File: src/design/hpgs_ram.sv
// Generic single port RAM with registered read.
module hpgs_ram #(
  parameter int unsigned Width = 8,
  parameter int unsigned Depth = 16
) (
  input  logic                     clk_i,
  input  logic                     we_i,
  input  logic [$clog2(Depth)-1:0] addr_i,
  input  logic [Width-1:0]         wdata_i,
  output logic [Width-1:0]         rdata_o
);
  logic [Width-1:0] mem_q [Depth];
  always_ff @(posedge clk_i) begin
    if (we_i) begin
      mem_q[addr_i] <= wdata_i;
    end
    rdata_o <= mem_q[addr_i];
  end
endmodule

File: config.mk
export PLATFORM = sky130hd
export DESIGN_NAME = hpgs_ram
export DESIGN_NICKNAME = d
export VERILOG_FILES = /design/src/design/hpgs_ram.sv
export SDC_FILE = /design/constraint.sdc
export NUM_CORES = 1
export LEC_CHECK = 0
export BUFFER_PORTS_ARGS = -buffer_cell sky130_fd_sc_hd__buf_2
export CORE_UTILIZATION = 42
export DETAILED_ROUTE_END_ITERATION = 7
export HOLD_SLACK_MARGIN = 0.12
export PLACE_DENSITY_LB_ADDON = 0.05
export SYNTH_ARGS = -nofsm -noshare
export SYNTH_HDL_FRONTEND = slang
export SYNTH_SLANG_ARGS = --single-unit
File: constraint.sdc
create_clock -name clk_i -period 1.62 [get_ports clk_i]
set_clock_uncertainty 0.05 [all_clocks]
set_input_delay 0.081 -clock clk_i [delete_from_list [all_inputs] [get_ports clk_i]]
set_output_delay 0.081 -clock clk_i [all_outputs]
set_load 0.02 [all_outputs]
Word-level counts from Yosys, hierarchy flattened
Memory sizes are Yosys's and may differ from the RTL's. A register that Yosys moved wholly into a read port is not among the register bits.
Index checks and enable logic that the tools add are counted.
W data, S select, Z words.
{ "op_classes": {"mux": 2} }
{ "op_table": {"columns": ["operator", "count"], "rows": [
  ["$mux W1", 2]
]} }
{ "totals": {"reg_bits": 0, "ramBits": 128, "input_bits": 14, "out_inout_bits": 8, "wordCells": 3, "n_memories": 1} }
{ "mem_list": {"columns": ["memory", "depth", "width", "rd", "rd_clocked_by_memory_dff", "write_ports", "line", "text"], "rows": [
  ["mem_q", 16, 8, 1, 1, 1, "12", "logic [Width-1:0] mem_q [Depth];"]
]} }

Logic depth before layout (Yosys ltp)
Gate-level depths: netlist of the first run.
{ "depth": {"ltp_word": 2, "ltp_mapped": 5, "ltp_nobuf": 3} }

Worst setup path before layout of the first run
No wires, ideal clock.
{ "synth_timing": {"path_type": "in2reg", "from": "in addr_i[2]", "to": "mem mem_q[0][0] (enable)", "setup_ps": 383, "t_arrival_ps": 1191, "required_ps": 1187, "setup_slack_ps": -4, "path_stages": 2, "cell_sequence": "or3b_2 > nor3_1"} }
{ "synth_lines": {"columns": ["item", "line", "text"], "rows": [
  ["from (decl)", "8", "input logic [$clog2(Depth)-1:0] addr_i,"],
  ["to (decl)", "12", null]
]} }
Straight into the memory's write port.

==> results.md, run 1 <==
- Hold Path Origin: addr_i[1]
- Peak VDD IR: 0.000599 V
- Reg-to-Reg End: rdata_o[3]$_DFF_P_
- Final wirelength: 10300 um
- Total grt overflow: 0
- Synth unique cells: 18
- Cells on Worst Hold Path: 4
- R2R depth: 3
- Antenna violations before repair: 0
- Worst-skew pair later-pin latency: 0.41 ns
- Layout area overhead: 21.0%
- CTS sink count: 136
- ANT cells: 0
- Mean post-synth cell area: 22.0 um^2
- CTS resizes: 0
- Number of fillers in the final layout: 899
- RSZ-0062 raised after global routing: false
- Iteration-0 DRC Markers: 194
- Final Cycle Share: 85.9%
- R2r startpoint: mem_q[3][3]$_DFFE_PP_
- Syn Nets: 244
- End of the worst hold path: rdata_o[3]$_DFF_P_
- Failing checks: design-rule violations
- CTS Buffer Depth: 2
- Global-route wire length before repair: 15700 um
- Pwr per Cell Area: 1260 nW/um^2
- Drt via density: 5.38
- Worst EP arrival: 1.64 ns
- DR pass1 iterations: 6
- Max Cap Violations: 0
- Largest net degree at the start of global routing: 20
- IO Pins: 22
- Synthesized instance count: 230
- DR DRC count: 2
- # Post-CTS Setup Buffers: 0
- Layout cells sized above 1: 33.4%
- Synth Flop Type: edfxtp_1
- Die height: 112 um
- Crit end category: flip-flop
- Max_slew headroom: 46.9%
- Initial core utilization: 43.8%
- Final Max Slew Viols: 0
- Outcome: complete, but fails checks
- Commonest non-fill, non-tap cell in the layout: edfxtp_1
- Number of global-route vias before repair: 2553
- FF+latch count, synth: 136
- Final Setup Violations: 0
- Crit-path max FO: 1
- Crit path time final: 1.39 ns
- Synth warn: 0
- Core ar.: 11600 um^2
- FP Rows: 39
- Routed length per instance: 22.9 um
- Post-synthesis sequential area ratio: 79.0%
- DIE WIDTH: 112 um
- Detailed placement HPWL: 6410 um
- Number of CTS-inserted buffers: 17
- Flop-to-flop setup slack: 0.23 ns
- Async SR Flop Fraction: 0%
- Gpl congestion: 0.687
- Die Area: 12500 um^2
- Final net count: 308
- CTS root buffer: clkbuf_16
- CP Class: reg -> reg
- H-tree depth: 4
- Critical path, cell by cell: mux4_2 -> a22oi_1 -> nand2_1
- PortBufs: 21
- Hold Vio Cnt, Final: 0
- Setup ws final: 0.229 ns
- Startpoint Class: flip-flop
- Via count: 2408
- EDFF count, synth: 128
- Most frequent cells in the layout: edfxtp_1, mux4_2, buf_4
- Crit-path max cell delay: 0.47 ns
- Place WS: 0.0558 ns
- Max Clk Rate: 0.719 GHz
- Type of the most critical hold path: in -> reg
- Global-route usage over all layers: 18.6%
- Clk slew on worst S/H paths: 0.05 ns
- TNS Setup: 0 ns
- Worst-Margin Slew: 0.795 ns
- TritonCTS clock tree: done
- Crit-path slowest cell: mux4_2
- Cts hold-fix bufs: 8
- Crit path required time: 1.87 ns
- LEAKAGE: 2.06 nW
- ANT nets after route: 0
- Syn Std Cell Area: 5070 um^2
## registers in the layout, summed over array words and instances (netlist names)
register,flops
mem_q,128
rdata_o,8
## cells by family (layout without fill, tap and decap cells)
logic type             after synthesis  in the layout  share of synthesized area (%)
buffers and inverters               11             86                           1.19
AND/OR/NAND/NOR                     35             35                           3.21
flip-flops                         136            136                           79.0
multiplexers                        32             32                           14.2
AO/OA/AOI/OAI                       16             16                           2.37
## how the worst max path moves through the flow
stage / depth (start not counted) / endpoint / slack (ns) / start
2_1_floorplan: 3 / mem_q[12][0]$_DFFE_PP_ / 0.05 / addr_i[1]
3_3_place_gp: 5 / rdata_o[3]$_DFF_P_ / 0.07 / addr_i[0]
3_5_place_dp: 5 / rdata_o[3]$_DFF_P_ / 0.06 / addr_i[0]
4_1_cts: 3 / rdata_o[3]$_DFF_P_ / 0.17 / mem_q[3][3]$_DFFE_PP_
5_1_grt: 3 / rdata_o[3]$_DFF_P_ / 0.15 / mem_q[3][3]$_DFFE_PP_
6_report: 3 / rdata_o[3]$_DFF_P_ / 0.23 / mem_q[3][3]$_DFFE_PP_
## synthesized netlist by cell type (2+ instances only)
cell	n	area share (%)
nand2b_1	2	0.25
clkbuf_1	2	0.15
nand3b_1	2	0.30
buf_2	2	0.20
buf_6	2	0.44
mux4_2	32	14
nand2_1	9	0.67
nor2_1	13	0.96
nor2b_1	2	0.25
a22oi_1	16	2.4
buf_1	4	0.30
nor3_1	4	0.40
edfxtp_1	128	76
dfxtp_1	8	3.2
## critical path: cells and delay by family (launching register included)
family / cells / cell delay [ns]
AO/OA/AOI/OAI: 1 / 0.29
multiplexers: 1 / 0.47
AND/OR/NAND/NOR: 1 / 0.09
flip-flops: 1 / 0.37
## layer usage
layer / part of all wire [%] / global-route usage [%] / up-vias
met5: 0 / 0 / -
met4: 1.7 / 10.5 / 0
met3: 3.4 / 4.68 / 11
met2: 48 / 27.7 / 48
met1: 47 / 25.0 / 1262
li1: - / - / 1087
## through the flow
stage	util, %	power [mW]	hold slack, ns	area [um^2]	std cells
2_1_floorplan	-	4.26	0.130	5070	230
4_1_cts	53.0	7.79	0.166	6130	448
3_3_place_gp	48.0	4.46	0.435	5550	410
6_report	53.0	7.70	0.173	6130	448
5_1_grt	53.0	7.97	0.188	6130	448
3_5_place_dp	48.0	4.46	0.438	5550	410
## layout make-up
cell class / count / area (um^2) / share of cell area, %
tap: 143 / 179 / 2.92
sequential: 136 / 4000 / 65.3
multi-input combinational: 83 / 1010 / 16.4
clock inverter: 7 / 55.1 / 0.898
timing repair buffer: 56 / 438 / 7.14
clock buffer: 23 / 448 / 7.30
## where the power goes
| part | internal [mW] | switching [mW] | total [mW] |
|---|---|---|---|
| registers | 3.94 | 0.0244 | 3.96 |
| logic | 0.189 | 0.241 | 0.430 |
| clock network | 2.06 | 1.25 | 3.31 |
(Power assumes the default switching activity.)
==> run 2, diff against run 1 <==
- CAP_MARGIN: unset -> 0
- CORE_UTILIZATION: 42 -> 45
==> run 2 against run 1 <==
Routed wire length shrank 5.5%. The run now ends clean. Sequential share of layout area shrank 0.91 points. Non-clock buffer count is the same. Core utilization grew 4.1 points. Die area shrank 6.6%. Power grew 4.7%. Cell area grew 1.4%. Sequential power is essentially flat. First-iteration DRC count shrank 37%. Flip-flop and latch count is the same. Highest routed layer unchanged. Critical path type is now in -> reg. Final cell count shrank 0.22%. Combinational power is essentially flat.
==> results.md, run 2 (synthesis gave the netlist of run 1 again) <==
- Crit path top cell by count: dlygate4sd3_1
- Max_slew headroom: 41.3% (-5.6 points)
- Initial core utilization: 46.5% (+2.7 points)
- End of the worst hold path: rdata_o[7]$_DFF_P_
- Global-route usage over all layers: 18.7% (+0.098 points)
- Multi-input logic area: 1020 um^2 (+0.99%)
- Final Max Slew Viols: 0 (unchanged)
- Final net count: 308 (unchanged)
- Max reg flops: 128 (unchanged)
- Worst-skew pair later-pin latency: 0.51 ns (+0.10 ns)
- Largest net degree at the start of global routing: 25 (+25%)
- Core Util, Final: 57.1% (+4.1 points)
- Cells on Worst Hold Path: 5 (+1)
- Layout cells sized above 1: 35.8% (+2.4 points)
- Most frequent cells in the layout: edfxtp_1, mux4_2, buf_2
- TritonCTS clock tree: done
- ANT cells: 0 (unchanged)
- Hold Vio Cnt, Final: 0 (unchanged)
- Number of fillers in the final layout: 813 (-9.6%)
- CTS root buffer: clkbuf_8
- Type of the most critical hold path: in -> reg
- Antenna violations before repair: 0 (unchanged)
- RSZ-0062 raised after global routing: false
- CTS Buffer Depth: 2 (unchanged)
- CTS sink count: 136 (unchanged)
- Final Cycle Share: 94.6% (+8.7 points)
- Detailed placement HPWL: 6170 um (-3.8%)
- Outcome: completed
- R2r startpoint: mem_q[11][1]$_DFFE_PP_
- DR pass1 iterations: 4 (-2)
- Max Cap Violations: 0 (unchanged)
- Number of CTS-inserted buffers: 17 (unchanged)
- Crit path time final: 1.53 ns (+0.141 ns)
- Critical path, cell by cell: dlygate4sd3_1 -> buf_2 -> nor2_1 -> dlygate4sd3_1 -> buf_4 -> a22oi_1 -> nand2_1
- # Post-CTS Setup Buffers: 0 (unchanged)
- Reg-to-Reg End: rdata_o[1]$_DFF_P_
- Placed cell areas: 5520 um^2 (-0.47%)
- Drt via density: 5.27 (-2.0%)
- Final wirelength: 9710 um (-5.5%)
- Sequential share of power: 49.1% (-2.3 points)
- Worst EP arrival: 1.87 ns (+0.23 ns)
- Via count: 2355 (-2.2%)
- Crit-path max FO: 8 (+7)
- Number of global-route vias before repair: 2476 (-3.0%)
- Pwr per Cell Area: 1300 nW/um^2 (+3.2%)
- Hold Path Origin: addr_i[1]
- ANT nets after route: 0 (unchanged)
- Global-route wire length before repair: 14800 um (-6.1%)
- Storage cell area: 4000 um^2 (unchanged)
- FP Rows: 38 (-2.6%)
- Internal power: 6.45 mW (+4.2%)
- Regs by FF count: mem_q x128, rdata_o x8
- Total grt overflow: 0 (unchanged)
- Net Switching: 1.62 mW (+6.5%)
- H-tree depth: 4 (unchanged)
- TNS Setup: 0 ns (unchanged)
- PortBufs: 21 (unchanged)
- Clock share of power: 45.6% (+2.6 points)
- R2R depth: 3 (unchanged)
- Crit-path max cell delay: 0.55 ns (+0.08 ns)
- Final Setup Violations: 0 (unchanged)
- Die Area: 11700 um^2 (-6.6%)
- Top reg by flops: mem_q
- Die height: 108 um (-3.3%)
- CP Class: in -> reg
- Comb pwr share: 5.3% (-0.3 points)
- Routed length per instance: 21.7 um (-5.3%)
- Crit path required time: 1.96 ns (+0.09 ns)
- IO Pins: 22 (unchanged)
- Worst-Margin Slew: 0.879 ns (+0.0842 ns)
- Clk slew on worst S/H paths: 0.06 ns (about the same)
- Max Clk Rate: 0.653 GHz (-9.2%)
- LEAKAGE: 2.09 nW (+1.5%)
- Startpoint Class: input port
- Gpl congestion: 0.694 (+1.0%)
- Design Area, Final: 6220 um^2 (+1.4%)
- Core ar.: 10900 um^2 (-5.9%)
- DR DRC count: 0 (-2)
- Peak VDD IR: 0.00131 V (+120%)
- DIE WIDTH: 108 um (-3.3%)
- Layout area overhead: 22.7%
- Commonest non-fill, non-tap cell in the layout: edfxtp_1
- Crit-path slowest cell: dlygate4sd3_1
- Net Sw Frac: 20.1% (+0.35 points)
- Flop-to-flop setup slack: 0.24 ns (about the same)
- Iteration-0 DRC Markers: 122 (-37%)
- Crit end category: flip-flop
run 2: changes by cell type in the layout (fill, tap and decap cells not counted):
cell / previous run / this run
clkbuf_8: 0 / 1
a22oi_2: 0 / 2
a22oi_1: 16 / 14
buf_4: 23 / 20
clkinv_1: 4 / 2
clkbuf_1: 6 / 1
clkinv_2: 2 / 4
clkbuf_16: 17 / 16
clkinv_4: 0 / 2
clkinvlp_4: 0 / 3
dlygate4sd3_1: 8 / 11
bufinv_16: 1 / 3
run 2: how the worst max path moves through the flow:
stage	startpoint	to	slack [ns]	cells past startpoint
after floorplan	addr_i[1]	mem_q[12][0]$_DFFE_PP_	0.05	3
after global placement	addr_i[0]	rdata_o[2]$_DFF_P_	0.04	5
after detailed placement	addr_i[0]	rdata_o[2]$_DFF_P_	0.04	5
after CTS	addr_i[2]	rdata_o[4]$_DFF_P_	0.06	7
after global routing	addr_i[2]	rdata_o[0]$_DFF_P_	0.01	7
final	addr_i[3]	rdata_o[0]$_DFF_P_	0.09	7
run 2: through the flow:
| step | hold slack (ns) | total power, mW | setup WS [ns] | cells |
|---|---|---|---|---|
| after floorplan | 0.130 | 4.26 | 0.0509 | 230 |
| after detailed placement | 0.436 | 4.45 | 0.0420 | 404 |
| after global placement | 0.424 | 4.44 | 0.0384 | 404 |
| after CTS | 0.152 | 8.16 | 0.0649 | 447 |
| after global routing | 0.182 | 8.34 | 0.0117 | 447 |
| final | 0.169 | 8.06 | 0.0882 | 447 |
run 2: what timing repair did:
action	CTS	global route
endpoints found under the hold margin	134	0
gates resized for setup	0	2
hold buffers	11	0
setup endpoints to repair	0	2
run 2: power by group through the flow:
stage / Clock [mW] / Combinational (mW) / Sequential, mW
global placement: 0 / 0.411 / 4.03
CTS: 3.77 / 0.434 / 3.96
floorplan: 0 / 0.203 / 4.05
detailed placement: 0 / 0.414 / 4.03
finish: 3.68 / 0.428 / 3.96
global route: 3.91 / 0.464 / 3.96
run 2: metal layers:
metal	global-route usage, %	share of wire (%)	vias to the layer above
li1	-	-	1090
met5	0	0	-
met3	5.79	5.4	4
met4	5.87	0.49	0
met1	25.4	43	1201
met2	28.9	51	60
run 2: layout make-up:
class / count / area share [%]
multi-input cells: 83 / 16.4
clock inverters: 14 / 2.54
repair buffers: 56 / 7.16
flip-flops and latches: 136 / 64.4
well taps: 140 / 2.82
clock buffers: 18 / 6.72
run 2: critical path, delay by kind of cell:
family	cells	cell delay, ns
buffers and inverters	4	1.41
AND/OR/NAND/NOR	2	0.12
AO/OA/AOI/OAI	1	0.26
